`src/rtl/lsit_pkg.sv`:
```
// lsit_pkg: shared types and constants of the last-seen id table
// entry layout, transaction fields, controller states and register codes
// no dependencies
package lsit_pkg;

    localparam int ID_W      = 8;
    localparam int HASH_W    = 16;
    localparam int TICK_W    = 24;
    localparam int LIVE_W    = 4;
    localparam int CFG_IDX_W = 1;
    localparam int CFG_W     = 24;

    localparam int DEF_CHANNELS = 2;
    localparam int DEF_ENTRIES  = 8;

    localparam int S_TDATA_W = 48;
    localparam int S_TUSER_W = 2;
    localparam int M_TDATA_W = 8;
    localparam int M_PAD_W   = M_TDATA_W - LIVE_W - 1;

    localparam logic ACT_RECORD = 1'b0;
    localparam logic ACT_QUERY  = 1'b1;

    localparam logic [CFG_IDX_W-1:0] CFG_OWN_ID  = 1'd0;
    localparam logic [CFG_IDX_W-1:0] CFG_TIMEOUT = 1'd1;

    localparam logic [ID_W-1:0]   OWN_ID_RESET  = '0;
    localparam logic [TICK_W-1:0] TIMEOUT_RESET = 24'd32768;
    localparam logic [ID_W-1:0]   ID_EMPTY      = '0;
    localparam logic [LIVE_W-1:0] LIVE_MAX      = '1;

    typedef struct packed {
        logic [ID_W-1:0]   id;
        logic [HASH_W-1:0] hash;
        logic [TICK_W-1:0] stamp;
        logic              stale;
    } entry_t;

    typedef struct packed {
        logic              action;
        logic              channel;
        logic [ID_W-1:0]   node_id;
        logic [HASH_W-1:0] content_hash;
        logic [TICK_W-1:0] now_ticks;
    } item_t;

    typedef struct packed {
        logic              fresh;
        logic [LIVE_W-1:0] live_count;
    } result_t;

    typedef enum logic [1:0] {
        ST_IDLE,
        ST_SCAN,
        ST_WRITE,
        ST_RESULT
    } state_t;

endpackage

```
`src/rtl/last_seen_id_table_core.sv`:
```
// Last-seen id table. Each channel keeps ENTRIES slots of {id, hash, stamp,
// timed-out mark} in a single-port-read entry memory; all slots are empty after
// reset. A record (tuser bit 0 low) or query (tuser bit 0 high) walks the
// selected channel's slots one per cycle through the memory read port. A
// transaction is accepted in ST_IDLE, walked in ST_SCAN, then written back in
// ST_WRITE or handed off in ST_RESULT. The hand-off stretches for as long as
// an earlier result still sits unaccepted in the output register. Records of
// id zero, of the own id, or of a channel beyond CHANNELS are dropped on
// acceptance and give no result. Every query gives exactly one result; a
// query on a channel beyond CHANNELS reports fresh = 0 and live_count = 0. A
// finished result waits in the output register while the next transaction is
// accepted. Configuration writes are always taken and must only happen while
// the block is idle.
// depends on lsit_pkg, lsit_ram, lsit_ctrl
module last_seen_id_table_core import lsit_pkg::*; #(
    parameter int CHANNELS = DEF_CHANNELS,
    parameter int ENTRIES  = DEF_ENTRIES
) (
    input  logic                 aclk,
    input  logic                 aresetn,
    input  logic                 cfg_valid,
    output logic                 cfg_ready,
    input  logic [CFG_IDX_W-1:0] cfg_index,
    input  logic [CFG_W-1:0]     cfg_data,
    input  logic                 s_tvalid,
    output logic                 s_tready,
    // node_id, content_hash, now_ticks
    input  logic [S_TDATA_W-1:0] s_tdata,
    // action, channel
    input  logic [S_TUSER_W-1:0] s_tuser,
    output logic                 m_tvalid,
    input  logic                 m_tready,
    // fresh, live_count, zero pad
    output logic [M_TDATA_W-1:0] m_tdata
);

    localparam int SLOTS  = CHANNELS * ENTRIES;
    localparam int SLOT_W = (SLOTS > 1) ? $clog2(SLOTS) : 1;

    logic [ID_W-1:0]   own_id_reg;
    logic [TICK_W-1:0] timeout_reg;
    logic              m_tvalid_reg;
    result_t           m_res_reg;

    item_t             item;
    logic              res_valid;
    logic              res_ready;
    result_t           res;
    logic              rd_en;
    logic [SLOT_W-1:0] rd_addr;
    entry_t            rd_data;
    logic              wr_en;
    logic [SLOT_W-1:0] wr_addr;
    entry_t            wr_data;

    assign item.action       = s_tuser[0];
    assign item.channel      = s_tuser[1];
    assign item.node_id      = s_tdata[ID_W-1:0];
    assign item.content_hash = s_tdata[ID_W+HASH_W-1:ID_W];
    assign item.now_ticks    = s_tdata[ID_W+HASH_W+TICK_W-1:ID_W+HASH_W];

    assign cfg_ready = 1'b1;

    always_ff @(posedge aclk) begin
        if (!aresetn) begin
            own_id_reg  <= OWN_ID_RESET;
            timeout_reg <= TIMEOUT_RESET;
        end else if (cfg_valid && cfg_ready) begin
            unique case (cfg_index)
                CFG_OWN_ID:  own_id_reg  <= cfg_data[ID_W-1:0];
                CFG_TIMEOUT: timeout_reg <= cfg_data[TICK_W-1:0];
            endcase
        end
    end

    lsit_ram #(
        .DEPTH  (SLOTS),
        .ADDR_W (SLOT_W)
    ) u_ram (
        .aclk    (aclk),
        .aresetn (aresetn),
        .rd_en   (rd_en),
        .rd_addr (rd_addr),
        .rd_data (rd_data),
        .wr_en   (wr_en),
        .wr_addr (wr_addr),
        .wr_data (wr_data)
    );

    lsit_ctrl #(
        .CHANNELS (CHANNELS),
        .ENTRIES  (ENTRIES),
        .SLOTS    (SLOTS),
        .SLOT_W   (SLOT_W)
    ) u_ctrl (
        .aclk          (aclk),
        .aresetn       (aresetn),
        .own_id        (own_id_reg),
        .timeout_ticks (timeout_reg),
        .in_valid      (s_tvalid),
        .in_ready      (s_tready),
        .in_item       (item),
        .res_valid     (res_valid),
        .res_ready     (res_ready),
        .res           (res),
        .rd_en         (rd_en),
        .rd_addr       (rd_addr),
        .rd_data       (rd_data),
        .wr_en         (wr_en),
        .wr_addr       (wr_addr),
        .wr_data       (wr_data)
    );

    assign res_ready = !m_tvalid_reg || m_tready;

    always_ff @(posedge aclk) begin
        if (!aresetn) begin
            m_tvalid_reg <= 1'b0;
        end else if (res_valid && res_ready) begin
            m_tvalid_reg <= 1'b1;
        end else if (m_tready) begin
            m_tvalid_reg <= 1'b0;
        end
    end

    always_ff @(posedge aclk) begin
        if (res_valid && res_ready) begin
            m_res_reg <= res;
        end
    end

    assign m_tvalid = m_tvalid_reg;
    assign m_tdata  = {{M_PAD_W{1'b0}}, m_res_reg.live_count, m_res_reg.fresh};

endmodule

```
`src/rtl/lsit_ram.sv`:
```
// lsit_ram: entry memory, one write and one registered read port
// per-slot valid flags cleared at reset make unwritten slots read as empty
// depends on lsit_pkg
module lsit_ram import lsit_pkg::*; #(
    parameter int DEPTH  = DEF_CHANNELS * DEF_ENTRIES,
    parameter int ADDR_W = (DEPTH > 1) ? $clog2(DEPTH) : 1
) (
    input  logic              aclk,
    input  logic              aresetn,
    input  logic              rd_en,
    input  logic [ADDR_W-1:0] rd_addr,
    output entry_t            rd_data,
    input  logic              wr_en,
    input  logic [ADDR_W-1:0] wr_addr,
    input  entry_t            wr_data
);

    entry_t             mem [DEPTH];
    logic [DEPTH-1:0]   valid_reg;
    entry_t             rd_q_reg;
    logic               rd_valid_reg;

    always_ff @(posedge aclk) begin
        if (!aresetn) begin
            valid_reg <= '0;
        end else if (wr_en) begin
            valid_reg[wr_addr] <= 1'b1;
        end
    end

    always_ff @(posedge aclk) begin
        if (wr_en) begin
            mem[wr_addr] <= wr_data;
        end
        if (rd_en) begin
            rd_q_reg     <= mem[rd_addr];
            rd_valid_reg <= valid_reg[rd_addr];
        end
    end

    assign rd_data = rd_valid_reg ? rd_q_reg : '0;

endmodule

```
`src/rtl/lsit_ctrl.sv`:
```
// lsit_ctrl: sequencer that walks one channel's entries through the memory
// evaluates match, empty, timed-out and oldest slots, writes back, builds results
// depends on lsit_pkg
module lsit_ctrl import lsit_pkg::*; #(
    parameter int CHANNELS = DEF_CHANNELS,
    parameter int ENTRIES  = DEF_ENTRIES,
    parameter int SLOTS    = CHANNELS * ENTRIES,
    parameter int SLOT_W   = (SLOTS > 1) ? $clog2(SLOTS) : 1
) (
    input  logic              aclk,
    input  logic              aresetn,
    input  logic [ID_W-1:0]   own_id,
    input  logic [TICK_W-1:0] timeout_ticks,
    input  logic              in_valid,
    output logic              in_ready,
    input  item_t             in_item,
    output logic              res_valid,
    input  logic              res_ready,
    output result_t           res,
    output logic              rd_en,
    output logic [SLOT_W-1:0] rd_addr,
    input  entry_t            rd_data,
    output logic              wr_en,
    output logic [SLOT_W-1:0] wr_addr,
    output entry_t            wr_data
);

    localparam int IDX_W = (ENTRIES > 1) ? $clog2(ENTRIES) : 1;
    localparam int CNT_W = $clog2(ENTRIES + 1);
    localparam int SAT_W = CNT_W + LIVE_W;

    state_t              state_reg, state_next;
    item_t               item_reg, item_next;
    logic [SLOT_W-1:0]   base_reg, base_next;
    logic [CNT_W-1:0]    cnt_reg, cnt_next;
    logic                hit_reg, hit_next;
    logic                same_reg, same_next;
    logic [IDX_W-1:0]    hit_idx_reg, hit_idx_next;
    logic                empty_found_reg, empty_found_next;
    logic [IDX_W-1:0]    empty_idx_reg, empty_idx_next;
    logic                stale_found_reg, stale_found_next;
    logic [IDX_W-1:0]    stale_idx_reg, stale_idx_next;
    logic [TICK_W-1:0]   oldest_age_reg, oldest_age_next;
    logic [IDX_W-1:0]    oldest_idx_reg, oldest_idx_next;
    logic [CNT_W-1:0]    live_reg, live_next;

    logic [IDX_W-1:0]    dat_idx;
    logic [TICK_W-1:0]   age;
    logic                chan_ok;
    logic [SAT_W-1:0]    live_wide;
    entry_t              fill;

    assign dat_idx   = IDX_W'(cnt_reg - CNT_W'(1));
    assign age       = item_reg.now_ticks - rd_data.stamp;
    assign chan_ok   = int'(in_item.channel) < CHANNELS;
    assign live_wide = SAT_W'(live_reg);

    always_comb begin
        fill.id    = item_reg.node_id;
        fill.hash  = item_reg.content_hash;
        fill.stamp = item_reg.now_ticks;
        fill.stale = 1'b0;
    end

    assign res.fresh      = hit_reg || (live_reg == CNT_W'(ENTRIES));
    assign res.live_count = (live_wide > SAT_W'(LIVE_MAX)) ? LIVE_MAX
                                                           : live_wide[LIVE_W-1:0];

    always_comb begin
        state_next       = state_reg;
        item_next        = item_reg;
        base_next        = base_reg;
        cnt_next         = cnt_reg;
        hit_next         = hit_reg;
        same_next        = same_reg;
        hit_idx_next     = hit_idx_reg;
        empty_found_next = empty_found_reg;
        empty_idx_next   = empty_idx_reg;
        stale_found_next = stale_found_reg;
        stale_idx_next   = stale_idx_reg;
        oldest_age_next  = oldest_age_reg;
        oldest_idx_next  = oldest_idx_reg;
        live_next        = live_reg;
        in_ready         = 1'b0;
        res_valid        = 1'b0;
        rd_en            = 1'b0;
        rd_addr          = base_reg + SLOT_W'(cnt_reg[IDX_W-1:0]);
        wr_en            = 1'b0;
        wr_addr          = base_reg + SLOT_W'(dat_idx);
        wr_data          = fill;

        unique case (state_reg)
            ST_IDLE: begin
                in_ready = 1'b1;
                if (in_valid) begin
                    item_next        = in_item;
                    base_next        = in_item.channel ? SLOT_W'(ENTRIES) : '0;
                    cnt_next         = '0;
                    hit_next         = 1'b0;
                    same_next        = 1'b0;
                    hit_idx_next     = '0;
                    empty_found_next = 1'b0;
                    empty_idx_next   = '0;
                    stale_found_next = 1'b0;
                    stale_idx_next   = '0;
                    oldest_age_next  = '0;
                    oldest_idx_next  = '0;
                    live_next        = '0;
                    priority if (!chan_ok) begin
                        state_next = (in_item.action == ACT_QUERY) ? ST_RESULT : ST_IDLE;
                    end else if (in_item.action == ACT_RECORD &&
                                 (in_item.node_id == ID_EMPTY ||
                                  in_item.node_id == own_id)) begin
                        state_next = ST_IDLE;
                    end else begin
                        state_next = ST_SCAN;
                    end
                end
            end
            ST_SCAN: begin
                rd_en    = cnt_reg < CNT_W'(ENTRIES);
                cnt_next = cnt_reg + CNT_W'(1);
                if (cnt_reg != '0) begin
                    if (item_reg.action == ACT_RECORD) begin
                        if (!hit_reg && rd_data.id == item_reg.node_id) begin
                            hit_next     = 1'b1;
                            hit_idx_next = dat_idx;
                            same_next    = rd_data.hash == item_reg.content_hash;
                        end
                        if (!empty_found_reg && rd_data.id == ID_EMPTY) begin
                            empty_found_next = 1'b1;
                            empty_idx_next   = dat_idx;
                        end
                        if (!stale_found_reg && rd_data.stale) begin
                            stale_found_next = 1'b1;
                            stale_idx_next   = dat_idx;
                        end
                        if (age > oldest_age_reg) begin
                            oldest_age_next = age;
                            oldest_idx_next = dat_idx;
                        end
                    end else if (rd_data.id != ID_EMPTY && !rd_data.stale) begin
                        if (age > timeout_ticks) begin
                            wr_en         = 1'b1;
                            wr_data       = rd_data;
                            wr_data.stale = 1'b1;
                        end else begin
                            live_next = live_reg + CNT_W'(1);
                            if (rd_data.id == item_reg.node_id) begin
                                hit_next = 1'b1;
                            end
                        end
                    end
                end
                if (cnt_reg == CNT_W'(ENTRIES)) begin
                    state_next = (item_reg.action == ACT_QUERY) ? ST_RESULT : ST_WRITE;
                end
            end
            ST_WRITE: begin
                priority if (hit_reg) begin
                    wr_en   = !same_reg;
                    wr_addr = base_reg + SLOT_W'(hit_idx_reg);
                end else if (empty_found_reg) begin
                    wr_en   = 1'b1;
                    wr_addr = base_reg + SLOT_W'(empty_idx_reg);
                end else if (stale_found_reg) begin
                    wr_en   = 1'b1;
                    wr_addr = base_reg + SLOT_W'(stale_idx_reg);
                end else begin
                    wr_en   = 1'b1;
                    wr_addr = base_reg + SLOT_W'(oldest_idx_reg);
                end
                state_next = ST_IDLE;
            end
            ST_RESULT: begin
                res_valid = 1'b1;
                if (res_ready) begin
                    state_next = ST_IDLE;
                end
            end
        endcase
    end

    always_ff @(posedge aclk) begin
        if (!aresetn) begin
            state_reg <= ST_IDLE;
        end else begin
            state_reg <= state_next;
        end
    end

    always_ff @(posedge aclk) begin
        item_reg        <= item_next;
        base_reg        <= base_next;
        cnt_reg         <= cnt_next;
        hit_reg         <= hit_next;
        same_reg        <= same_next;
        hit_idx_reg     <= hit_idx_next;
        empty_found_reg <= empty_found_next;
        empty_idx_reg   <= empty_idx_next;
        stale_found_reg <= stale_found_next;
        stale_idx_reg   <= stale_idx_next;
        oldest_age_reg  <= oldest_age_next;
        oldest_idx_reg  <= oldest_idx_next;
        live_reg        <= live_next;
    end

endmodule

```
`config.mk`:
```
export PLATFORM = sky130hd
export DESIGN_NAME = last_seen_id_table_core
export DESIGN_NICKNAME = d
export VERILOG_FILES = /design/src/rtl/lsit_pkg.sv /design/src/rtl/last_seen_id_table_core.sv /design/src/rtl/lsit_ram.sv /design/src/rtl/lsit_ctrl.sv
export SDC_FILE = /design/constraint.sdc
export NUM_CORES = 1
export LEC_CHECK = 0
export ABC_CLOCK_PERIOD_IN_PS = 8400
export BUFFER_PORTS_ARGS = -buffer_cell sky130_fd_sc_hd__buf_4
export CAP_MARGIN = 30
export CORE_AREA = 8 8 269 323
export CTS_CLUSTER_DIAMETER = 100
export DETAILED_ROUTE_END_ITERATION = 8
export DIE_AREA = 0 0 277 331
export PLACE_DENSITY_LB_ADDON = 0.1
export SETUP_SLACK_MARGIN = 0.4
export SYNTH_ARGS = -nofsm -noshare
export SYNTH_HDL_FRONTEND = slang
export SYNTH_HIERARCHICAL = 1
export SYNTH_SLANG_ARGS = --single-unit
export TNS_END_PERCENT = 100
```
`constraint.sdc`:
```
create_clock -name aclk -period 8.4 [get_ports aclk]
set_input_delay 1.26 -clock aclk [delete_from_list [all_inputs] [get_ports aclk]]
set_output_delay 1.26 -clock aclk [all_outputs]
set_load 0.01 [all_outputs]
```
==> results of run 1 <==
==> power breakdown <==
| group | total, mW | switching [mW] | internal (mW) |
|---|---|---|---|
| Sequential | 6.32 | 0.164 | 6.16 |
| Combinational | 4.44 | 2.70 | 1.74 |
| Clock | 4.11 | 1.79 | 2.32 |
==> through the flow <==
stage | std cells | hold WS, ns
5_1_grt | 3475 | 0.481
3_5_place_dp | 3296 | 0.444
4_1_cts | 3473 | 0.456
2_1_floorplan | 2224 | 0.428
6_report | 3475 | 0.458
3_3_place_gp | 3295 | 0.441
==> worst max-delay path, stage by stage, from the launching register on <==
cell and delay [ns]:
edfxtp_1 0.73, buf_4 0.45, and2_1 0.21, inv_1 0.05, ha_1 0.35, o21a_1 0.19, o31a_1 0.17, o32a_4 0.44
a31o_4 0.26, a41oi_4 0.25, xnor2_1 0.13, ha_1 0.32, nand4_1 0.17, nor4_1 0.71, o31ai_1 0.27, a21o_4 0.26
a21boi_1 0.49, nand3_1 0.56, nor2_4 0.85, buf_12 0.31
==> metal layers <==
layer  vias to the layer above  track usage [%]  wire [um]
met5                         -                0          0
met4                         0             5.47       1940
met3                       134             3.31       5490
met2                       633             35.1      47000
met1                     10903             27.5      40100
li1                       9108                -          -
==> how the worst max path moves through the flow <==
| stage | from | to | slack, ns | cells past startpoint |
|---|---|---|---|---|
| finish | u_ram/rd_valid_reg | u_ram/mem[13][47] | 0.90 | 19 |
| global placement | u_ram/rd_valid_reg | u_ram/mem[14][27] | 0.75 | 19 |
| CTS | u_ram/rd_valid_reg | u_ram/mem[14][47] | 0.55 | 19 |
| detailed placement | u_ram/rd_valid_reg | u_ram/mem[13][32] | 0.60 | 19 |
| global route | u_ram/rd_valid_reg | u_ram/mem[13][47] | 0.47 | 19 |
| floorplan | u_ram/rd_valid_reg | u_ram/mem[1][0] | 1.26 | 19 |
==> cell usage in the layout, fill, tap and decap left out, drive strengths merged, types with 51 or more instances in the layout <==
cell type  instances
nand2            123
and2              73
dfxtp             51
edfxtp           937
mux4             200
ha                79
a22oi            101
clkbuf           131
buf              133
inv               89
==> cell families (layout without fill, tap and decap cells) <==
logic type,after synthesis,after routing,share of synthesized area [%]
and+or+nand+nor,355,356,4.37
muxes,276,276,13.2
buffers and inverters,200,397,2.26
DFF,988,988,71.9
xor gates and xnor gates,58,58,1.25
adders and majority gates,80,80,2.49
other,2,4,0.0185
AOI/OAI and AO/OA,263,263,4.56
==> layout make-up <==
class / instances / area [um^2]
Clock buffer: 131 / 2630
Sequential cell: 988 / 29200
Clock inverter: 46 / 365
Timing Repair Buffer: 133 / 1130
Inverter: 87 / 327
Tap cell: 1053 / 1320
Fill cell: 6311 / 35800
Multi-Input combinational cell: 1037 / 10700
==> summary.txt, run 1 <==
Run status
  • Status: finished, final reports clean

GRT
  • Initial antenna violation count: 1
  • Tot GR Track Use: about a fifth
  • First-pass GRT wire length: ~140000 um
  • Vias in the first global route: 21752
  • Total gr overflow: 0
  • Largest net degree at the start of global routing: slightly above 90

Final layout
  • Finished Cell Area: between 40000 and 50000 um^2
  • Layout cell share with drive strength beyond 1: approximately 22%
  • Area grow syn2layout: 12.4%
  • Antenna cells: 0
  • Finished Core Util: 56.0%
  • Max FFs per register: between 700 and 800
  • Final #Nets: roughly 2500

Synthesis
  • Top cell type's share of synthesized area: a little under 70%
  • Syn Inst Count: 2222
  • Top_reg_cell synth: edfxtp_1
  • Leading area contributor after synthesis: edfxtp_1
  • Post-synthesis cell area: 40600 um^2
  • YS warnings: 6
  • Synth cell types: 65
  • Synth Register Bits: approximately 1000
  • EDFF count, synth: between 900 and 1000
  • Dominant cells by area after synthesis: edfxtp_1, mux4_2, dfxtp_1
  • Avg Inst Size Synth: around 18 um^2
  • Synth cell count leaders: edfxtp_1, mux4_2, nand2_1
  • Sequential share of the synthesized area: between 70% and 80%
  • Most common cell in the synthesized netlist: edfxtp_1
  • Async set-reset flop share out of synthesis: 0%

Die
  • Top-Level Pins: 91
  • Core area: about 81000 um^2
  • Die area: between 90000 and 100000 um^2
  • Initial Util: between 40% and 50%
  • Die Y: 331 um
  • Die W: ~280 um
  • Std cell rows: about 120

STA
  • Achievable Freq: approximately 130 MHz
  • Crit share post-route: between 80% and 90%
  • Slack of the critical path: 0.896 ns
  • Tmin final: 7.50 ns
  • Final setup fails: 0
  • Slew headroom: 39.1%
  • Clock skew: approximately 0.024 ns
  • Fin Setup TNS: 0 ns
  • Fin. max-slew vios: 0
  • Worst-margin pin slew: around 0.91 ns
  • RSZ-0062 raised after global routing: no
  • Final Hold Viols: 0

Clock tree
  • Hold_buf cts: 0
  • PostCTS Resize Cnt: 0
  • Worst-path clk slew: around 0.060 ns
  • Max Buffers Root-to-Sink: 3
  • Setup bufs post-CTS: 0
  • Skew-Pair Late Insertion Delay: ~0.65 ns
  • Root buf cell: clkbuf_16
  • H-tree Lvls: 3
  • CTS buffer count: 98
  • CTS tree: done
  • Sink Count: ~990

Hold path
  • Hold-critical path depth: 2
  • Hold Crit Class: reg -> reg
  • Min-Delay Startpoint: timeout_reg[9]
  • WHS Endpoint: timeout_reg[9]

Placed design
  • DPL Wire Length: slightly below 60000 um
  • GPL Wtd Cong: 0.816
  • Setup WS pre-CTS: ~0.60 ns
  • I/O Buffers: 86
  • Cell Area, Placed: ~43000 um^2

Critical path
  • Worst setup EP type: flip-flop
  • Reg2reg setup slack: 0.90 ns
  • Worst EP arrival: 7.83 ns
  • Crit path required time: around 8.7 ns
  • Worst Reg-to-Reg Cells: 19
  • Setup crit start kind: flip-flop
  • CP Class: reg -> reg
  • Worst r2r src: u_ram/rd_valid_reg
  • R2R Path End: u_ram/mem[13][47]
  • CP max FO: 29

Route
  • Initial DRC Count: ~1700
  • Vias per std cell: between 5 and 6
  • Vias post-DR: 20778
  • Drc violations: 0
  • Drt pass-1 iters: 5
  • Post-DR wirelength/cell: about 27 um
  • ANT nets after route: 0
  • Total Wirelength: 94500 um

Power and ir drop
  • Total power: roughly 15 mW
  • VDD IR-drop max: 0.000184 V
  • PwrDens: around 330 nW/um^2
  • Leakage power: roughly 15 nW

Flow run
  • Max cap viols: 0
Note: power is estimated with default switching activity, not from simulation.
==> run 2, diff against run 1 <==
Settings changed: CTS_BUF_LIST from default to sky130_fd_sc_hd__clkbuf_4.
==> summary.txt, run 2 (synthesized netlist as in run 1, its figures left out) <==
Run status
  • Status: finished, final reports clean

Critical path
  • CP max FO: 31
  • Worst EP arrival: 8.34 ns
  • Worst r2r src: u_ram/rd_valid_reg
  • Crit path required time: between 9 and 10 ns
  • Setup crit start kind: flip-flop
  • Worst setup EP type: flip-flop
  • Worst setup path startpoint: u_ram/rd_valid_reg
  • CP Class: reg -> reg

GRT
  • Tot GR Track Use: a little over a fifth
  • Initial antenna violation count: 2
  • Vias in the first global route: approximately 23000
  • Total gr overflow: 0
  • Largest net degree at the start of global routing: 91
  • First-pass GRT wire length: 143000 um

STA
  • Final setup fails: 0
  • Slew headroom: 38.0%
  • Final Hold Viols: 0
  • Crit share post-route: 90.8%
  • Fin Setup TNS: 0 ns
  • Tmin final: between 7 and 8 ns
  • RSZ-0062 raised after global routing: no
  • Clock skew: 0.0728 ns
  • Worst-margin pin slew: 0.929 ns
  • Slack of the critical path: between 0.7 and 0.8 ns
  • Achievable Freq: between 100 and 150 MHz
  • Hold Slack: between 0.3 and 0.4 ns
  • Fin. max-slew vios: 0

Final layout
  • Finished Cell Area: about 46000 um^2
  • Area grow syn2layout: 12.4%
  • Final #Nets: 2643
  • Layout cell share with drive strength beyond 1: 29.2%
  • Max FFs per register: 784
  • Finished Core Util: 56.0%
  • Commonest non-fill, non-tap cell in the layout: edfxtp_1
  • Most frequent cells in the layout: edfxtp_1, clkbuf_4, mux4_2, buf_4, nand2_1
  • Fillers: approximately 6500

Clock tree
  • Hold_buf cts: 0
  • Max Buffers Root-to-Sink: 3
  • H-tree Lvls: 4
  • Worst-path clk slew: 0.07 ns
  • CTS buffer count: 234
  • Root buf cell: clkbuf_4
  • Sink Count: just under 1000
  • CTS tree: done
  • Skew-Pair Late Insertion Delay: between 1 and 1.5 ns

Route
  • ANT nets after route: 0
  • Vias per std cell: roughly 5.8
  • Drc violations: 0
  • Post-DR wirelength/cell: roughly 26 um
  • Initial DRC Count: around 1700
  • Drt pass-1 iters: 5
  • Vias post-DR: around 22000
  • Total Wirelength: ~96000 um

Placed design
  • GPL Wtd Cong: between 0.8 and 0.9
  • DPL Wire Length: slightly below 60000 um
  • Setup WS pre-CTS: 0.602 ns
  • Cell Area, Placed: roughly 43000 um^2
  • I/O Buffers: 86

Die
  • Core area: a little over 80000 um^2
  • Die area: about 90000 um^2
  • Die Y: roughly 330 um
  • Top-Level Pins: 91
  • Std cell rows: ~120
  • Die W: 277 um
  • Initial Util: 49.8%

Flow run
  • Max cap viols: 0

Power and ir drop
  • PwrDens: 320 nW/um^2
  • Leakage power: between 15 and 20 nW
  • VDD IR-drop max: approximately 0.00015 V

Hold path
  • Hold Crit Class: in -> reg
  • Min-Delay Startpoint: s_tdata[45]
==> run 2: report_power, final <==
part	internal, mW	switching [mW]	leakage [nW]
logic	1.74	2.72	4.68
clock network	1.99	1.83	1.77
registers	6.15	0.166	8.93
total	9.89	4.71	15.4
==> run 2: area by class of cell <==
cell class / count / area [um^2] / area share (%)
repair buffers: 133 / 1130 / 2.47
multi-input cells: 1039 / 10700 / 23.4
well taps: 1053 / 1320 / 2.89
clock buffers: 338 / 2540 / 5.56
diodes: 1 / 2.50 / 0.00549
inverters: 87 / 327 / 0.716
clock inverters: 73 / 443 / 0.971
flip-flops and latches: 988 / 29200 / 63.9
==> run 2: per-stage QoR <==
step / total power, mW / std cells
detailed placement: 10.9 / 3296
global placement: 10.8 / 3295
CTS: 14.8 / 3707
global route: 15.4 / 3712
floorplan: 9.47 / 2224
finish: 14.6 / 3712
==> run 2: critical path, cell delays in order, from the launching register on <==
cell and delay, ns:
edfxtp_1 0.73, buf_4 0.46, and2_1 0.21, inv_1 0.05
ha_1 0.35, o21a_1 0.19, o31a_1 0.17, o32a_4 0.44
a31o_4 0.26, a41oi_4 0.25, xnor2_1 0.13, ha_1 0.32
nand4_1 0.19, nor4_1 0.76, o31ai_1 0.27, a21o_4 0.27
a21boi_1 0.54, nand3b_1 0.57, nor2_4 0.80, buf_12 0.30
==> run 2: repair_timing <==
item	CTS	global route
endpoints found under the hold margin	0	0
setup buffers	0	0
endpoints found under the setup margin	0	131
gates resized for setup	0	2
==> run 2: worst paths after layout <==
| kind | to | cells after the start | slack (ns) |
|---|---|---|---|
| setup / recovery | u_ram/mem[9][19] | 19 | 0.77 |
| hold / removal | u_ctrl/fill[22] | 1 | 0.38 |
| setup reg to reg | u_ram/mem[9][19] | 19 | 0.77 |
| hold reg to reg | timeout_reg[23] | 2 | 0.46 |
==> run 2: metal layers <==
metal  vias up  global-route usage, %  wire [um]
met5         -                      0          0
met4         0                   8.32       2920
met3       158                   4.99       6120
met2       758                   34.6      47500
met1     11116                   26.9      40000
li1       9549                      -          -
